File: src/rtl/core/cdd_pkg.sv
// Shared constants and types for the cable detect debounce block.
package cdd_pkg;

  localparam int CHANNELS      = 4;
  localparam int SAMPLE_BITS   = 12;
  localparam int LEVEL_BITS    = 12;
  localparam int COUNT_BITS    = 8;
  localparam int CABLE_BITS    = 3;
  localparam int CFG_IDX_BITS  = 2;
  localparam int CFG_DATA_BITS = 12;
  localparam int IN_DATA_BITS  = CHANNELS * SAMPLE_BITS;
  localparam int OUT_DATA_BITS = 8;

  // register indexes
  localparam logic [CFG_IDX_BITS-1:0] CFG_DETECT_LEVEL  = 2'd0;
  localparam logic [CFG_IDX_BITS-1:0] CFG_CONFIRM_COUNT = 2'd1;
  localparam logic [CFG_IDX_BITS-1:0] CFG_CABLE_COUNT   = 2'd2;

  localparam logic [LEVEL_BITS-1:0] LEVEL_RESET   = 12'd2048;
  localparam logic [COUNT_BITS-1:0] CONFIRM_RESET = 8'd10;
  localparam logic [CABLE_BITS-1:0] CABLE_RESET   = 3'd0;

  // scan kinds
  localparam logic KIND_PROCESS = 1'b0;
  localparam logic KIND_SERVICE = 1'b1;

  // run counter limits
  localparam logic [COUNT_BITS-1:0] HIT_FOLD_AT = 8'd254;
  localparam logic [COUNT_BITS-1:0] HIT_FOLD_TO = 8'd50;
  localparam logic [COUNT_BITS-1:0] RUN_WRAP    = 8'd200;

  typedef struct packed {
    logic [COUNT_BITS-1:0] hit_run;
    logic [COUNT_BITS-1:0] release_run;
    logic                  latched;
    logic                  trig;
  } lane_state_t;

  typedef struct packed {
    lane_state_t nxt;   // candidate next state
    logic        hold;  // service scan: channel ends latched
  } lane_res_t;

endpackage

File: src/rtl/core/cable_detect_debounce.sv
// Top level: four-channel threshold debounce filter for cable detection.
// The result of an accepted request is registered and appears on out_tdata in the next cycle.
// Throughput: one request per cycle unless a held result stalls; all four lanes and the merge are combinational.
// in_tready drops only while a result waits and out_tready is low.
// Reset (rst_n low, synchronous): counters, latches, flags cleared, output empty,
// registers back to level 2048, confirm 10, no cables.
module cable_detect_debounce
  import cdd_pkg::*;
(
  input  logic                     clk,
  input  logic                     rst_n,
  // scan requests
  input  logic                     in_tvalid,
  output logic                     in_tready,
  input  logic [IN_DATA_BITS-1:0]  in_tdata,   // sample_0, sample_1, sample_2, sample_3
  input  logic                     in_tuser,   // kind
  // results
  output logic                     out_tvalid,
  input  logic                     out_tready,
  output logic [OUT_DATA_BITS-1:0] out_tdata,  // triggered_mask[3:0], detected, zero pad
  // register writes
  input  logic                     cfg_valid,
  output logic                     cfg_ready,
  input  logic [CFG_IDX_BITS-1:0]  cfg_index,
  input  logic [CFG_DATA_BITS-1:0] cfg_data
);

  logic [LEVEL_BITS-1:0] level_r;
  logic [COUNT_BITS-1:0] confirm_r;
  logic [CABLE_BITS-1:0] cables_r;

  lane_state_t [CHANNELS-1:0] state_r;
  lane_state_t [CHANNELS-1:0] state_nxt;
  lane_res_t   [CHANNELS-1:0] res;

  logic [CHANNELS-1:0]      enable;
  logic [CHANNELS-1:0]      commit;
  logic [CHANNELS-1:0]      mask;
  logic                     detected;
  logic                     accept;
  logic                     out_valid_r;
  logic                     out_valid_nxt;
  logic [OUT_DATA_BITS-1:0] out_data_r;

  // Register writes are always taken; an unknown index is dropped.
  assign cfg_ready = 1'b1;

  always_ff @(posedge clk) begin
    if (!rst_n) begin
      level_r   <= LEVEL_RESET;
      confirm_r <= CONFIRM_RESET;
      cables_r  <= CABLE_RESET;
    end else if (cfg_valid) begin
      case (cfg_index)
        CFG_DETECT_LEVEL:  level_r   <= cfg_data[LEVEL_BITS-1:0];
        CFG_CONFIRM_COUNT: confirm_r <= cfg_data[COUNT_BITS-1:0];
        CFG_CABLE_COUNT:   cables_r  <= cfg_data[CABLE_BITS-1:0];
        default: ;
      endcase
    end
  end

  // Cables enable channels in the order 3, 1, 2, 0; four or more means all.
  assign enable[3] = cables_r >= CABLE_BITS'(1);
  assign enable[1] = cables_r >= CABLE_BITS'(2);
  assign enable[2] = cables_r >= CABLE_BITS'(3);
  assign enable[0] = cables_r >= CABLE_BITS'(4);

  // One lane per channel, all working on the same scan.
  for (genvar g = 0; g < CHANNELS; g++) begin : g_lane
    cdd_lane u_lane (
      .kind    (in_tuser),
      .enable  (enable[g]),
      .sample  (in_tdata[g*SAMPLE_BITS +: SAMPLE_BITS]),
      .level   (level_r),
      .confirm (confirm_r),
      .cur     (state_r[g]),
      .res     (res[g])
    );
  end

  // Service scans stop at the first channel left latched; later lanes keep state.
  cdd_merge u_merge (
    .kind           (in_tuser),
    .res            (res),
    .commit         (commit),
    .triggered_mask (mask),
    .detected       (detected)
  );

  // Output register: a new scan goes in as soon as the held result leaves.
  assign in_tready = ~out_valid_r | out_tready;
  assign accept    = in_tvalid & in_tready;

  always_comb begin
    for (int i = 0; i < CHANNELS; i++) begin
      state_nxt[i] = (accept && commit[i]) ? res[i].nxt : state_r[i];
    end
    if (accept) begin
      out_valid_nxt = 1'b1;
    end else if (out_tready) begin
      out_valid_nxt = 1'b0;
    end else begin
      out_valid_nxt = out_valid_r;
    end
  end

  always_ff @(posedge clk) begin
    if (!rst_n) begin
      state_r     <= '0;
      out_valid_r <= 1'b0;
    end else begin
      state_r     <= state_nxt;
      out_valid_r <= out_valid_nxt;
    end
  end

  always_ff @(posedge clk) begin
    if (accept) begin
      out_data_r <= {{(OUT_DATA_BITS-CHANNELS-1){1'b0}}, detected, mask};
    end
  end

  assign out_tvalid = out_valid_r;
  assign out_tdata  = out_data_r;

endmodule

File: src/rtl/core/cdd_lane.sv
// One channel of the debounce filter: run counters, trigger and latch update.
module cdd_lane
  import cdd_pkg::*;
(
  input  logic                   kind,
  input  logic                   enable,
  input  logic [SAMPLE_BITS-1:0] sample,
  input  logic [LEVEL_BITS-1:0]  level,
  input  logic [COUNT_BITS-1:0]  confirm,
  input  lane_state_t            cur,
  output lane_res_t              res
);

  logic                  hit;
  logic                  low;
  logic [COUNT_BITS-1:0] h1;
  logic [COUNT_BITS-1:0] hs;
  logic [COUNT_BITS-1:0] r1;
  logic [COUNT_BITS-1:0] rs;
  logic                  lat;

  assign hit = sample >= level;
  assign low = sample <= level;
  assign h1  = hit ? cur.hit_run + COUNT_BITS'(1) : '0;

  // service path
  assign hs  = (h1 == RUN_WRAP) ? '0 : h1;
  assign lat = cur.latched | (hs >= confirm);
  assign r1  = (lat && low) ? cur.release_run + COUNT_BITS'(1) : '0;
  assign rs  = (r1 == RUN_WRAP) ? '0 : r1;

  always_comb begin
    res.nxt  = cur;
    res.hold = 1'b0;
    if (enable) begin
      if (kind == KIND_PROCESS) begin
        res.nxt.trig    = h1 >= confirm;
        res.nxt.hit_run = (h1 >= HIT_FOLD_AT) ? HIT_FOLD_TO : h1;
      end else begin
        res.nxt.hit_run     = hs;
        res.nxt.release_run = rs;
        res.nxt.latched     = lat & ~(rs >= confirm);
        res.hold            = lat & ~(rs >= confirm);
      end
    end
  end

endmodule

File: src/rtl/core/cdd_merge.sv
// Combines lane results: early stop in service scans and the result fields.
module cdd_merge
  import cdd_pkg::*;
(
  input  logic                           kind,
  input  lane_res_t [CHANNELS-1:0]       res,
  output logic      [CHANNELS-1:0]       commit,
  output logic      [CHANNELS-1:0]       triggered_mask,
  output logic                           detected
);

  logic stop;

  always_comb begin
    stop = 1'b0;
    for (int i = 0; i < CHANNELS; i++) begin
      commit[i]         = (kind == KIND_PROCESS) | ~stop;
      stop              = stop | res[i].hold;
      triggered_mask[i] = (kind == KIND_PROCESS) & res[i].nxt.trig;
    end
    detected = (kind == KIND_SERVICE) & stop;
  end

endmodule

File: config.mk
export PLATFORM = sky130hd
export DESIGN_NAME = cable_detect_debounce
export DESIGN_NICKNAME = d
export VERILOG_FILES = /design/src/rtl/core/cdd_pkg.sv /design/src/rtl/core/cable_detect_debounce.sv /design/src/rtl/core/cdd_lane.sv /design/src/rtl/core/cdd_merge.sv
export SDC_FILE = /design/constraint.sdc
export NUM_CORES = 1
export LEC_CHECK = 0
export BUFFER_PORTS_ARGS = -buffer_cell sky130_fd_sc_hd__clkbuf_2
export CELL_PAD_IN_SITES_DETAIL_PLACEMENT = 0
export CELL_PAD_IN_SITES_GLOBAL_PLACEMENT = 1
export CORE_AREA = 2 2 140 142
export CTS_BUF_LIST = sky130_fd_sc_hd__clkbuf_4
export DETAILED_ROUTE_END_ITERATION = 8
export DIE_AREA = 0 0 142 144
export PLACE_DENSITY = 0.95
export SLEW_MARGIN = 20
export SYNTH_ARGS = -nofsm -noshare
export SYNTH_HDL_FRONTEND = slang
export SYNTH_SLANG_ARGS = --single-unit
File: constraint.sdc
create_clock -name clk -period 16.4 [get_ports clk]
set_clock_uncertainty 0.1 [all_clocks]
set_input_delay 1.64 -clock clk [delete_from_list [all_inputs] [get_ports clk]]
set_output_delay 1.64 -clock clk [all_outputs]
set_load 0.005 [all_outputs]
# After elaboration in Yosys (flattened, before gate mapping)
# Cells that the tools add are included.
[op_classes] addsub=8 magnitude_cmp=28 bitwise=30 n_mux=38 eq_ne=10 n_reduce_logical=20
[op_table] op="8-bit 2-to-1 mux" count=24
[op_table] op="8-bit greater-or-equal comparator" count=12
[op_table] op="8-bit by 1-bit adder with 8-bit output, second input constant" count=8
[op_table] op="8-bit == test, second input constant" count=8
[op_table] op="12-bit greater-or-equal comparator" count=4
[op_table] op="12-bit less-or-equal comparator" count=4
[op_table] op="8-bit greater-or-equal comparator, second input constant" count=4
[op_table] op="2-bit AND reduction" count=7
[op_table] op="3-bit AND reduction" count=4
[op_table] op="1-bit bitwise OR" count=11
[op_table] op="1-bit bitwise AND" count=10
[op_table] op="1-bit 2-to-1 mux" count=10
[op_table] op="1-bit NOT" count=9
[op_table] op="2-bit 2-to-1 mux" count=4
[op_table] op="1-bit logical AND" count=7
[op_table] op="3-bit by 2-bit greater-or-equal comparator with 1-bit output, second input constant" count=2
[op_table] op="3-bit by 1-bit greater-or-equal comparator with 1-bit output, second input constant" count=1
[op_table] op="3-bit greater-or-equal comparator, second input constant" count=1
[op_table] op="2-bit by 1-bit == test with 1-bit output, second input constant" count=1
[op_table] op="2-bit == test, second input constant" count=1
[op_table] op="2-bit logical NOT" count=1
[op_table] op="2-bit nonzero test" count=1
[totals] out_inout_bits=11 in_bits=68 register_bits=101 elab_cells=155

# Depth between registers and ports, before layout
[depth] ltp_word=21 ltp_mapped=26 ltp_nobuf=23

# Modules after synthesis
# From an unflattened synthesis, not the netlist that was laid out.
[unflattened] cells_unflattened=1494 area_unflattened_um2=11402.2
[modules_own_cells] module="cable_detect_debounce" area_each_um2=4082.7 seq_area_each_um2=2072.0 n_inst=1 cells_each=427
[modules_own_cells] module="cdd_lane (g_lane[2].u_lane)" area_each_um2=1835.5 seq_area_each_um2=0.0 n_inst=1 cells_each=261
[modules_own_cells] module="cdd_lane (g_lane[1].u_lane)" area_each_um2=1833.0 seq_area_each_um2=0.0 n_inst=1 cells_each=266
[modules_own_cells] module="cdd_lane (g_lane[3].u_lane)" area_each_um2=1799.2 seq_area_each_um2=0.0 n_inst=1 cells_each=264
[modules_own_cells] module="cdd_lane (g_lane[0].u_lane)" area_each_um2=1788.0 seq_area_each_um2=0.0 n_inst=1 cells_each=266
[modules_own_cells] module="cdd_merge" area_each_um2=63.8 seq_area_each_um2=0.0 n_inst=1 cells_each=10

# Least setup slack after synthesis
# Ideal clock, no wire load.
[synth_path] path_type="input to register" from="input in_tdata[2]" to="register state_r[45] in the netlist's numbering" setup_time_ns=0.117 arrival_ns=6.628 cell_stages=25 slack_ns=9.556 required_time_ns=16.183 n_path_buf=4 path_cell_list="ha_1 -> nand3_1 -> o221a_2 -> o31ai_1 -> o21ai_0 -> and2_1 -> clkbuf_1 -> clkbuf_1 -> nor2_1 -> ha_1 -> and4_1 -> a2111oi_4 -> o31a_4 -> o21bai_1 -> clkbuf_1 -> nor2_1 -> ha_1 -> a21o_1 -> a31oi_1 -> o311ai_4 -> nor2_4 -> or3_4 -> buf_6 -> a22o_1 -> a22o_1"
[synth_between] elab_chain_len=20 elab_cells_between_ends=21 classes_between="order compare: 4; eq/ne: 2; mux: 6; bitwise: 6; reduce/logical: 3"
[synth_lines] item="start: declaration" line="cable_detect_debounce.sv:15" rtl="input logic [IN_DATA_BITS-1:0] in_tdata,"
[synth_lines] item="12-bit greater-or-equal comparator" line="cdd_lane.sv:22" rtl="assign hit = sample >= level;"
[synth_lines] item="8-bit 2-to-1 mux" line="cdd_lane.sv:24" rtl="assign h1 = hit ? cur.hit_run + COUNT_BITS'(1) : '0;"
[synth_lines] item="8-bit == test" line="cdd_lane.sv:27" rtl="assign hs = (h1 == RUN_WRAP) ? '0 : h1;"
[synth_lines] item="8-bit 2-to-1 mux" line="cdd_lane.sv:27"
[synth_lines] item="8-bit greater-or-equal comparator" line="cdd_lane.sv:28" rtl="assign lat = cur.latched | (hs >= confirm);"
[synth_lines] item="1-bit bitwise OR" line="cdd_lane.sv:28"
[synth_lines] item="1-bit logical AND *" line="cdd_lane.sv:29" rtl="assign r1 = (lat && low) ? cur.release_run + COUNT_BITS'(1) : '0;"
[synth_lines] item="8-bit 2-to-1 mux *" line="cdd_lane.sv:29"
[synth_lines] item="[2 not listed]"
[synth_lines] item="named net g_lane[0].u_lane.rs[2]" line="cdd_lane.sv:19" rtl="logic [COUNT_BITS-1:0] rs;"
[synth_lines] item="[2 not listed]"
[synth_lines] item="1-bit bitwise AND *" line="cdd_lane.sv:43" rtl="res.hold = lat & ~(rs >= confirm);"
[synth_lines] item="1-bit 2-to-1 mux *" line="cdd_lane.sv:36" rtl="if (kind == KIND_PROCESS) begin"
[synth_lines] item="2-bit 2-to-1 mux *" line="cdd_lane.sv:35" rtl="if (enable) begin"
[synth_lines] item="1-bit bitwise OR *" line="cdd_merge.sv:18" rtl="stop = stop | res[i].hold;"
[synth_lines] item="1-bit NOT *" line="cdd_merge.sv:17" rtl="commit[i] = (kind == KIND_PROCESS) | ~stop;"
[synth_lines] item="1-bit bitwise OR *" line="cdd_merge.sv:17"
[synth_lines] item="1-bit logical AND *" line="cable_detect_debounce.sv:97" rtl="state_nxt[i] = (accept && commit[i]) ? res[i].nxt : state_r[i];"
[synth_lines] item="3-bit AND reduction (no source line) *"
[synth_lines] item="end signal: assignment" line="cable_detect_debounce.sv:113" rtl="state_r <= state_nxt;"
[synth_lines] item="end: declaration" line="cable_detect_debounce.sv:32" rtl="lane_state_t [CHANNELS-1:0] state_r;"
# Mark *: on every way through the listed nets, which the timed path passes. The rest lies on a longest branch.
# A chain may end at the register's enable or synchronous reset.

# Worst setup path in the final report
[layout_path] from="input in_tdata[2]" to="register state_r[44] in the netlist's numbering"
# The elaborated chain is that of the path after synthesis.

==> qor_table.md <==
| Item | Value |
|---|---|
| Clock net sink count | 101 |
| Unrepaired setup endpoints after global routing | false |
| PostCTS Resize Cnt | 0 |
| VDD IR-drop max | 0.03067 mV |
| Die height | 144 um |
| Crit-path max cell delay | 0.79 ns |
| Headroom to the max-slew limit | 0.3610 |
| Slowest cell on the critical path | nor3_1 |
| Average cell area after synthesis | 7.912 sq um |
| Area growth from synthesis to final layout | 6.828% |
| Final standard cell area without fillers | 10,160 sq um |
| Global-route wire length before repair | 40.25 mm |
| Die Area | 20,450 sq um |
| Sum of net half-perimeters after detailed placement | 18.79 mm |
| Library cell with the highest instance count after synthesis | ha_1 |
| Standard cell area after detailed placement | 10,000 sq um |
| Final Max Tran Viols | 0 |
| Post-CTS setup repair buffer count | 0 |
| Total number of vias | 8,875 |
| Area fraction in compound gates after synthesis | 0.2133 |
| Final WS setup | 9.108 ns |
| Cells along the critical path | clkbuf_2 -> ha_1 -> nand3_1 -> o221a_2 -> o31ai_1 -> o21ai_0 -> and2_1 -> or2_2 -> ha_1 -> nand2b_1 -> a2111oi_2 -> o31a_4 -> o21bai_1 -> or2_2 -> nor2_1 -> ha_1 -> nand2_1 -> o311ai_4 -> nor2_4 -> nor3_1 -> and2_1 -> a22o_1 |
| Total number of placement rows | 51 |
| Root buffer cell | clkbuf_4 |
| Worst min path class | flop to flop |
| Power per cell area | 48.74 nW/um^2 |
| Category of cells accounting for the largest share of critical-path delay | simple AND/OR/NAND/NOR gates |
| CP Buf/Inv Count | 1 |
| Critical path startpoint category | input port |
| Synthesized-area fraction occupied by xor and xnor cells | 0.04420 |
| First-pass iteration count of the detailed router | 5 |
| Synth Flop Type | dfxtp_1 |
| Wirelength, routed | 24.84 mm |
| Routed vias/inst | 5.980 |
| Yosys top cell by area | dfxtp_1 |
| Detailed Route Iter0 Violations | 669 |
| Sum Neg Setup Slack | 0 ns |
| Ant diodes | 0 |
| CTS max path bufs | 2 |
| WS Path Type | input port to flop |
| Worst Tran Pin Value | 0.9512 ns |
| Core box area | 19,080 sq um |
| Horiz. Die Dim | 142 um |
| Total routing usage reported by global routing | 0.2444 |
| Post-synthesis register bit count | 101 |
| Clock latency on the worst-skew pair | 0.51 ns |
| Area share of the largest cell type after synthesis | 0.2021 |
| Crit path top cell by count | ha_1 |
| CTS tree | done |
| Post-synthesis cell count | 1,202 |
| Post-detailed-route count of antenna-violating nets | 0 |
| Proportion of synthesized flip-flops having asynchronous set or reset | 0 |
| Drt drc | 0 |
| Sequential-to-total area share from yosys stat | 0.2179 |
| FMAX | 137.1 MHz |
| Post-DR wirelength/cell | 16.74 um |
| Final-report setup violation count | 0 |
| Fraction of the cycle the final worst path needs | 0.4446 |
| Number of unique standard cell types used by synthesis | 80 |
| Count of flip-flops with a built-in enable after synthesis | 5 |
| Summed instance area of the synthesized netlist | 9510 sq um |
| TritonCTS Buffers | 9 |
| Total gr overflow | 0 |
| Data arrival time of the critical path | 7.67 ns |
| Initial Utilization | 0.4985 |
| Vias in the first global route | 7,991 |
| Dominant combinational cell family by area after synthesis | simple AND/OR/NAND/NOR gates |
| Count of H-tree levels built during CTS | 3 |
| Most used standard cells in the synthesized netlist | ha_1, nand2_1, nor2_1 |
| Adder-cell share of the synthesized area | 0.2000 |
| Final standard cell utilization of the core | 0.5325 |
| Largest net degree at the start of global routing | 61 |
| Post-placement worst setup slack | 8.584 ns |
| Count of warnings emitted by yosys | 0 |
| Fraction of layout instances using a drive strength above 1 | 0.1091 |
| Number of input and output port buffers inserted | 74 |
| Post-synthesis share of cell area spent on and, or, nand and nor gates | 0.2593 |
| Crit path time final | 7.292 ns |
| Post-CTS clock slew at the launch and capture registers of the worst setup and hold paths | 0.18 ns |
| Worst setup EP type | flop |
| Static Leak | 4.266 nW |
| Number of maximum-capacitance constraint violations | 0 |
| Placer congestion estimate | 0.8752 |
| Synth area leaders | dfxtp_1, ha_1, nand2_1 |
| Multiplexer fraction of the synthesized cell area | 0.02118 |
| Critical path data required time | 16.78 ns |
| Number of hold-slack violations in the final timing report | 0 |
| Maximum fanout along the worst path | 21 |
| Worst Hold Slack | 0.3700 ns |
| Total I/O pin count | 79 |
| Antenna violations before repair | 0 |
| Outcome | finished, final reports clean |
| Number of hold-repair buffers added at the cts stage | 0 |
| Total number of nets in the final design | 1,461 |
per-stage QoR:
step / total power (W) / std cells
2_1_floorplan: 0.0003161 / 1204
3_3_place_gp: 0.0003439 / 1468
3_5_place_dp: 0.0003463 / 1468
4_1_cts: 0.0004965 / 1484
5_1_grt: 0.0005176 / 1484
6_report: 0.0004952 / 1484
layout by cell type, fill, tap and decap left out, types with 9 or more instances in the layout:
cell type and count:
xnor2_1 23, or2_2 17, o211ai_1 10, o31ai_1 13, a211oi_1 11, clkbuf_4 9
ha_1 152, and3_1 11, nand3_1 61, a21o_1 28, o21ai_0 41, nor2_1 114
nor2b_1 12, or3_1 15, a211o_1 10, clkbuf_2 74, nor4_1 10, nand2_1 115
mux2i_1 19, dfxtp_1 96, a31oi_1 9, nor3_1 27, a21oi_1 85, and2_1 14
nand2b_1 27, nand3b_1 9, nand4_1 21, inv_1 43, xor2_1 25, o21a_1 9
nor3b_1 9
logic make-up (layout without fill, tap and decap cells):
| logic type | after synthesis | in the layout |
|---|---|---|
| adders and majority gates | 152 | 152 |
| DFF | 101 | 101 |
| muxes | 20 | 20 |
| AOI/OAI and AO/OA | 289 | 289 |
| buffers and inverters | 101 | 143 |
| and+or+nand+nor | 489 | 489 |
| xor gates and xnor gates | 48 | 48 |
| other | 2 | 4 |
per-layer routing:
metal | share of wire | wire, um | up-vias | global-route usage
li1 | - | - | 4492 | -
met5 | 0 | 0 | - | 0
met3 | 0.051 | 1255 | 35 | 0.02550
met2 | 0.44 | 10930 | 240 | 0.3989
met1 | 0.49 | 12090 | 4108 | 0.3418
met4 | 0.023 | 559 | 0 | 0.07316
state kept, by name (all words and copies together), names as in the netlist:
register / cells
level_r: 12
state_r: 72
out_tvalid: 1
cables_r: 3
confirm_r: 8
out_tdata: 5
worst register-to-register path, delay by kind of cell (launching register included):
| family | cells | cell delay [ns] |
|---|---|---|
| AOI/OAI and AO/OA | 13 | 3.54 |
| DFF | 1 | 0.49 |
| and+or+nand+nor | 6 | 1.49 |
| adders and majority gates | 3 | 0.90 |
final timing paths:
check / startpoint / end / slack (ns) / depth (start not counted)
worst min-delay path: level_r[1] / level_r[1] / 0.37 / 2
worst min register to register: level_r[1] / level_r[1] / 0.37 / 2
worst max-delay path: in_tdata[2] / state_r[44] / 9.11 / 22
worst max register to register: state_r[46] / state_r[63] / 9.80 / 22
report_power, final:
| group | internal (W) | total [W] | switching [W] |
|---|---|---|---|
| Combinational | 0.0000327 | 0.0000888 | 0.0000561 |
| Clock | 0.0000511 | 0.000153 | 0.000102 |
| Sequential | 0.000251 | 0.000253 | 0.00000279 |
area by class of cell:
class                           count  area (sq um)
Multi-Input combinational cell   1002          7033
Sequential cell                   101          2072
Tap cell                          238         297.8
Inverter                           45         168.9
Timing Repair Buffer               82         430.4
Fill cell                        1831          8920
Clock buffer                        9         67.56
Clock inverter                      7         90.09
Power figures use the tool's default switching activity.
